--- src/hw/rtl/mvb_pkg.sv ---
// Shared types, constants and the X.25 CRC step for the MAVLink v1 frame builder.
package mvb_pkg;

  // Frame constants
  localparam logic [7:0]  MavStx     = 8'hFE;
  localparam logic [15:0] CrcSeed    = 16'hFFFF;
  localparam logic [7:0]  SeqByte    = 8'h00;
  localparam int unsigned HdrBytes   = 6;
  localparam int unsigned ResMax     = 8;
  localparam int unsigned ResIdxW    = $clog2(ResMax);
  localparam int unsigned ResCntW    = $clog2(ResMax + 1);
  localparam int unsigned InDataW    = 32;
  localparam int unsigned OutDataW   = 8;

  // Request kind carried in in_tuser
  typedef enum logic {
    MODE_START   = 1'b0,
    MODE_PAYLOAD = 1'b1
  } mode_t;

  // Configuration register index
  typedef enum logic [0:0] {
    CFG_SYSTEM_ID    = 1'b0,
    CFG_COMPONENT_ID = 1'b1
  } cfg_idx_t;

  typedef logic [7:0] byte_t;
  typedef logic [ResCntW-1:0] res_cnt_t;

  // Fold one byte into an X.25 CRC-16 accumulator
  function automatic logic [15:0] crc_fold(logic [15:0] crc, byte_t b);
    logic [7:0] t;
    t = b ^ crc[7:0];
    t = t ^ {t[3:0], 4'b0000};
    return {8'h00, crc[15:8]} ^ {t, 8'h00} ^ {5'b00000, t, 3'b000} ^ {12'h000, t[7:4]};
  endfunction

endpackage

--- src/hw/rtl/mavlink_v1_frame_builder.sv ---
// MAVLink v1 frame builder: turns start and payload requests into a framed byte stream.
//
// Input channel (in_*): one request per handshake. in_tuser selects the kind:
//   start (0) opens a frame with message id, payload length and CRC extra byte;
//   payload (1) supplies the next payload byte of the open frame.
// Output channel (out_*): one frame byte per handshake; out_tlast marks the
//   final byte caused by a request, out_tuser flags a payload byte that came
//   with no frame open (that byte is 0x00).
// Configuration port: cfg_we writes system id (index 0) or component id (1).
// A start request gives 6 bytes (8 for a zero-length payload, CRC appended);
// a payload request gives 1 byte, or 3 with the CRC after the last one.
// With the result buffer free, an accepted request passes the input stage
//   register and then the result buffer register before its first byte is valid.
// Throughput: one output byte per cycle while out_tready is high; a request
//   holds the result buffer until its last byte is taken, so single-byte payload requests go at one per cycle.
//   The rate is set by the single-byte output port draining the result buffer.
// Reset clears the input stage, the result buffer and the frame state, sets
//   the CRC to 0xFFFF, system id to 1 and component id to 255.
// When the receiver stalls, the current byte holds; the input stage keeps one
//   request and in_tready drops once it can no longer advance.
module mavlink_v1_frame_builder (
  input  logic                          clk,
  input  logic                          rst_n,
  input  logic                          in_tvalid,
  output logic                          in_tready,
  // message_id[7:0], message_length[15:8], extra_byte[23:16], payload_byte[31:24]
  input  logic [mvb_pkg::InDataW-1:0]   in_tdata,
  // mode[0]
  input  logic [0:0]                    in_tuser,
  output logic                          out_tvalid,
  input  logic                          out_tready,
  // out_byte[7:0]
  output logic [mvb_pkg::OutDataW-1:0]  out_tdata,
  output logic                          out_tlast,
  // frame_error[0]
  output logic [0:0]                    out_tuser,
  input  logic                          cfg_we,
  input  mvb_pkg::cfg_idx_t             cfg_index,
  input  logic [7:0]                    cfg_wdata
);
  import mvb_pkg::*;

  // Input stage
  logic     s1_valid_r;
  mode_t    s1_mode_r;
  byte_t    s1_mid_r, s1_len_r, s1_extra_r, s1_pay_r;

  // Frame state
  logic [15:0] crc_r, crc_nxt;
  byte_t       brem_r, brem_nxt;
  logic        open_r, open_nxt;
  byte_t       extra_r, extra_nxt;
  byte_t       sys_id_r, comp_id_r;

  // Result buffer: shifts down one byte per output handshake
  byte_t       obuf_r [ResMax];
  byte_t       obuf_nxt [ResMax];
  res_cnt_t    rem_r, rem_nxt;
  logic        err_r, err_nxt;

  // Values computed for the request in the input stage
  byte_t       res_byte [ResMax];
  res_cnt_t    res_cnt;
  logic        res_err;
  logic [15:0] hdr_crc, start_fin_crc, pay_crc, pay_fin_crc;
  byte_t       brem_dec;

  logic out_take, buf_free, s1_load, in_take;

  // Handshake control
  assign out_tvalid = (rem_r != '0);
  assign out_take   = out_tvalid && out_tready;
  assign buf_free   = (rem_r == '0) || ((rem_r == res_cnt_t'(1)) && out_tready);
  assign s1_load    = s1_valid_r && buf_free;
  assign in_tready  = !s1_valid_r || buf_free;
  assign in_take    = in_tvalid && in_tready;

  assign out_tdata  = obuf_r[0];
  assign out_tlast  = (rem_r == res_cnt_t'(1));
  assign out_tuser  = err_r;

  // Capture the request
  always_ff @(posedge clk) begin
    if (!rst_n) begin
      s1_valid_r <= 1'b0;
    end else if (in_take) begin
      s1_valid_r <= 1'b1;
    end else if (s1_load) begin
      s1_valid_r <= 1'b0;
    end
  end

  always_ff @(posedge clk) begin
    if (in_take) begin
      s1_mode_r  <= mode_t'(in_tuser);
      s1_mid_r   <= in_tdata[7:0];
      s1_len_r   <= in_tdata[15:8];
      s1_extra_r <= in_tdata[23:16];
      s1_pay_r   <= in_tdata[31:24];
    end
  end

  // CRC paths: header seed chain, payload step, and the closing extra-byte fold
  always_comb begin
    hdr_crc       = crc_fold(CrcSeed, s1_len_r);
    hdr_crc       = crc_fold(hdr_crc, SeqByte);
    hdr_crc       = crc_fold(hdr_crc, sys_id_r);
    hdr_crc       = crc_fold(hdr_crc, comp_id_r);
    hdr_crc       = crc_fold(hdr_crc, s1_mid_r);
    start_fin_crc = crc_fold(hdr_crc, s1_extra_r);
    pay_crc       = crc_fold(crc_r, s1_pay_r);
    pay_fin_crc   = crc_fold(pay_crc, extra_r);
    brem_dec      = brem_r - 8'd1;
  end

  // Work out the result bytes and the next frame state
  always_comb begin
    for (int i = 0; i < ResMax; i++) begin
      res_byte[i] = 8'h00;
    end
    res_cnt   = '0;
    res_err   = 1'b0;
    crc_nxt   = crc_r;
    brem_nxt  = brem_r;
    open_nxt  = open_r;
    extra_nxt = extra_r;
    unique case (s1_mode_r)
      MODE_START: begin
        res_byte[0] = MavStx;
        res_byte[1] = s1_len_r;
        res_byte[2] = SeqByte;
        res_byte[3] = sys_id_r;
        res_byte[4] = comp_id_r;
        res_byte[5] = s1_mid_r;
        extra_nxt   = s1_extra_r;
        if (s1_len_r == 8'd0) begin
          res_byte[6] = start_fin_crc[7:0];
          res_byte[7] = start_fin_crc[15:8];
          res_cnt     = res_cnt_t'(ResMax);
          crc_nxt     = start_fin_crc;
          brem_nxt    = 8'd0;
          open_nxt    = 1'b0;
        end else begin
          res_cnt  = res_cnt_t'(HdrBytes);
          crc_nxt  = hdr_crc;
          brem_nxt = s1_len_r;
          open_nxt = 1'b1;
        end
      end
      MODE_PAYLOAD: begin
        if (!open_r) begin
          // Stray payload byte: flag it, leave the state alone
          res_cnt = res_cnt_t'(1);
          res_err = 1'b1;
        end else if (brem_dec == 8'd0) begin
          res_byte[0] = s1_pay_r;
          res_byte[1] = pay_fin_crc[7:0];
          res_byte[2] = pay_fin_crc[15:8];
          res_cnt     = res_cnt_t'(3);
          crc_nxt     = pay_fin_crc;
          brem_nxt    = 8'd0;
          open_nxt    = 1'b0;
        end else begin
          res_byte[0] = s1_pay_r;
          res_cnt     = res_cnt_t'(1);
          crc_nxt     = pay_crc;
          brem_nxt    = brem_dec;
        end
      end
      default: begin
        res_cnt = '0;
      end
    endcase
  end

  // Frame state and configuration registers
  always_ff @(posedge clk) begin
    if (!rst_n) begin
      crc_r     <= CrcSeed;
      brem_r    <= 8'd0;
      open_r    <= 1'b0;
      extra_r   <= 8'd0;
      sys_id_r  <= 8'd1;
      comp_id_r <= 8'd255;
    end else begin
      if (s1_load) begin
        crc_r   <= crc_nxt;
        brem_r  <= brem_nxt;
        open_r  <= open_nxt;
        extra_r <= extra_nxt;
      end
      if (cfg_we) begin
        unique case (cfg_index)
          CFG_SYSTEM_ID:    sys_id_r  <= cfg_wdata;
          CFG_COMPONENT_ID: comp_id_r <= cfg_wdata;
          default:          sys_id_r  <= sys_id_r;
        endcase
      end
    end
  end

  // Load or advance the result buffer
  always_comb begin
    for (int i = 0; i < ResMax; i++) begin
      obuf_nxt[i] = obuf_r[i];
    end
    rem_nxt = rem_r;
    err_nxt = err_r;
    if (s1_load) begin
      for (int i = 0; i < ResMax; i++) begin
        obuf_nxt[i] = res_byte[i];
      end
      rem_nxt = res_cnt;
      err_nxt = res_err;
    end else if (out_take) begin
      for (int i = 0; i < ResMax - 1; i++) begin
        obuf_nxt[i] = obuf_r[i+1];
      end
      rem_nxt = rem_r - res_cnt_t'(1);
    end
  end

  always_ff @(posedge clk) begin
    if (!rst_n) begin
      rem_r <= '0;
      err_r <= 1'b0;
    end else begin
      rem_r <= rem_nxt;
      err_r <= err_nxt;
    end
  end

  always_ff @(posedge clk) begin
    for (int i = 0; i < ResMax; i++) begin
      obuf_r[i] <= obuf_nxt[i];
    end
  end

endmodule
--- config.mk ---
export PLATFORM = sky130hd
export DESIGN_NAME = mavlink_v1_frame_builder
export DESIGN_NICKNAME = d
export VERILOG_FILES = /design/src/hw/rtl/mvb_pkg.sv /design/src/hw/rtl/mavlink_v1_frame_builder.sv
export SDC_FILE = /design/constraint.sdc
export NUM_CORES = 1
export LEC_CHECK = 0
export ABC_AREA = 1
export BUFFER_PORTS_ARGS = -buffer_cell sky130_fd_sc_hd__buf_2
export CAP_MARGIN = 20
export CORE_MARGIN = 2
export CORE_UTILIZATION = 45
export CTS_CLUSTER_DIAMETER = 60
export DETAILED_ROUTE_END_ITERATION = 8
export PLACE_DENSITY = 0.61
export SLEW_MARGIN = 40
export SYNTH_ARGS = -nofsm -noshare
export SYNTH_HDL_FRONTEND = slang
export SYNTH_SLANG_ARGS = --single-unit
--- constraint.sdc ---
create_clock -name clk -period 8.3 [get_ports clk]
set_input_delay 0 -clock clk [delete_from_list [all_inputs] [get_ports clk]]
set_output_delay 0 -clock clk [all_outputs]
set_load 0.02 [all_outputs]
==> results.yml <==
clocking:
  clkTransAtPathRegs_ns: 0.06
  cts_root_buf: "clkbuf_16"
  worstSkewPairLatency_ns: 0.42
  post_cts_buffers: 0
  clock-sinks: 152
  clk_path_buf_depth: 2
  cts-htree-levels: 4
  cts_buffers: 17
  tritoncts: "built"
critical_path:
  cp_max_fo: 20
  cp-end-kind: "register"
  crit-reg2reg-launch: "brem_r[0]"
  path_class: "register to register"
  arrival_ns: 3.93
  critPathLaunchType: "register"
  crit_required_ns: 8.54
  crit_start: "brem_r[0]"
  r2r.worst_path.cells: 9
synth:
  synth_nets: 1205
  ys_seq_area_frac: 0.4395
  avgSynthCellArea_um2: 7.929
  ys_seq_elements: 152
  synth-xor-area-share: 0.07945
  synth_cell_type_count: 39
  ys_warn_count: 0
  synth_compound_area_frac: 0.1000
  synth-simple-area-share: 0.3033
  yosys.area_share.adder: 0.008219
  synth_top_family_by_area: "simple AND/OR/NAND/NOR gates"
  muxShareOfSynthArea: 0
  syn-cell-area_um2: 9134
  syn_inst: 1152
global_route:
  grt_pass1_wl_mm: 40.44
  track_usage: 0.2444
  grt_max_degree: 58
  antenna_found_initial: 0
  grt_pass1_vias: 7494
  grt_overflow: 0
timing:
  worstMarginPinSlew_ns: 0.8065
  setup-violations-final: 0
  finalHoldViolations: 0
  rsz0062_at_grt: "false"
  fin_skew_ns: 0.008801
  slew_headroom: 0.4607
  timing.fmax_mhz: 271.0
  min_period_ns: 3.689
  tns_ns: 0
  slew_viol_final: 0
  worst_hold_slack_ns: 0.04394
  fin_crit_sh: 0.4445
die:
  coreArea_um2: 20100
  io_pins: 59
  fp.dieH_um: 146.5
  initial_core_util: 0.4543
  fp.dieW_um: 146.5
  core.rowCount: 52
  die_area_um2: 21450
drt:
  drt_iter0_markers: 661
  dr_total_vias: 7930
  wl_per_cell_um: 16.84
  vias_per_cell: 5.197
  wl_mm: 25.70
  remaining_drc_errors: 0
  antenna_left: 0
  first_pass_iters: 5
place:
  numPortBuffers: 58
  routabilityCongestion: 0.9462
  dpl-instance-area_um2: 9666
  hpwl_mm: 19.11
  dp_cells: 1449
finish:
  multi_input_area_um2: 4508
  final_cell_area_um2: 10700
  diodes: 0
  finalNonFillerCells: 1526
  area_growth_pct: 17.18
  layout-drive-gt1-share: 0.1736
  fin_nets: 1296
  fillerInstances: 1889
  register_area_um2: 4014
run_status:
  status: "complete, no violations"
power_and_ir_drop:
  leakagePower_nw: 4.838
  p_per_area_nw_per_um2: 425.4
  peakVddDrop_uv: 189.7
min_path:
  whs_path_depth: 6
  hold_class: "input port to register"
  hold_path_startpoint: "out_tready"
flow_run:
  maxCapViolCount: 0
-- power by group --
part / internal (mW) / switching [mW] / leakage, nW / total (mW)
registers: 1.13 / 0.102 / 1.39 / 1.24
logic: 0.815 / 1.74 / 3.17 / 2.55
clock network: 0.439 / 0.326 / 0.285 / 0.765
total: 2.39 / 2.17 / 4.84 / 4.55
-- layout by cell type (no fill, tap or decap), types with 3 or more instances in the layout --
cell type,instances
o21ai_0,54
nand2_4,10
nand3_2,15
a31oi_1,7
nand2_2,58
nand2_1,315
xor2_1,41
o22ai_1,7
inv_6,3
nor2_1,63
xnor2_1,27
ha_1,6
xor2_2,6
buf_4,8
inv_4,3
o221ai_1,5
dfxtp_1,55
inv_1,98
nor3_1,4
dlygate4sd3_1,45
nand4_1,6
nand3_1,114
inv_2,23
a21oi_1,63
clkbuf_16,19
buf_2,58
a22o_1,5
o211ai_1,13
edfxtp_1,97
-- cell families (layout without fill, tap and decap cells) --
group	count (synthesis)	in the layout
buffers and inverters	161	265
and+or+nand+nor	596	596
AOI/OAI and AO/OA	161	161
adders and majority gates	6	6
xor gates and xnor gates	76	76
DFF	152	152
-- per-stage QoR --
stage / utilization / worst slack [ns] / total power, mW
floorplan: - / 2.083 / 3.172
CTS: 0.5322 / 4.700 / 4.549
global route: 0.5324 / 4.347 / 4.898
global placement: 0.4806 / 4.747 / 3.720
finish: 0.5324 / 4.611 / 4.553
detailed placement: 0.4808 / 4.727 / 3.761
-- layer usage --
layer / track usage / routed length, um
met5: 0 / 0
met4: 0.08204 / 565
met1: 0.3496 / 12100
met3: 0.02594 / 1331
met2: 0.3889 / 11710
-- worst paths after layout --
check                           slack, ns             to
worst max-delay path                 4.61  obuf_r[0][12]
worst min-delay path                 0.04     s1_valid_r
worst max register to register       4.61  obuf_r[0][12]
worst min register to register       0.48      out_tuser
-- flip-flops by register name (all words and copies together) (netlist names) --
signal      flops
obuf_r         64
open_r          1
s1_len_r        8
s1_valid_r      1
rem_r           4
s1_mid_r        8
crc_r          16
s1_extra_r      8
comp_id_r       8
extra_r         8
s1_pay_r        8
brem_r          8
s1_mode_r       1
out_tuser       1
sys_id_r        8
-- worst max-delay path: stages (launching register included) --
cell and delay (ns):
dfxtp_1 0.32, inv_1 0.13, ha_1 0.20, nand2_1 0.10, nor3_1 0.19, xor2_1 0.20
nand4_1 0.66, inv_1 0.70, nand3_1 0.61, o221ai_1 0.38
-- synth_stat cells, drive strengths merged --
cell    number  share of area
nand3      129          0.079
o22ai        7         0.0048
inv        121          0.050
nand3b       5         0.0073
xnor2       29          0.029
ha           6         0.0082
a41oi        1        0.00096
buf          9         0.0071
a21oi       63          0.035
nor2        65          0.027
clkbuf      30          0.012
o211ai      13          0.011
clkinv       1        0.00041
o22a         1        0.00096
o21ai       55          0.030
nand2      383           0.18
xor2        47          0.050
a31oi        7         0.0048
a221oi       2         0.0019
a22oi        1        0.00082
a211oi       1        0.00082
nor3         4         0.0022
dfxtp       55           0.12
edfxtp      97           0.32
a22o         5         0.0048
nor3b        1        0.00082
or2          3         0.0021
o221ai       5         0.0048
nand4        6         0.0041
-- what timing repair did --
action                     4_1_cts  5_1_grt
gates resized for setup          0        0
setup endpoints to repair        0        0
hold buffers                    45        0
hold endpoints to repair        50        0
-- cell type report --
| type | instances | share of cell area |
|---|---|---|
| multi-input combinational | 839 | 0.4212 |
| tap | 270 | 0.03156 |
| timing repair buffer | 111 | 0.07482 |
| inverter | 122 | 0.04279 |
| clock buffer | 22 | 0.04735 |
| clock inverter | 10 | 0.007248 |
| sequential | 152 | 0.3750 |
Note: power is estimated with default switching activity, not from simulation.
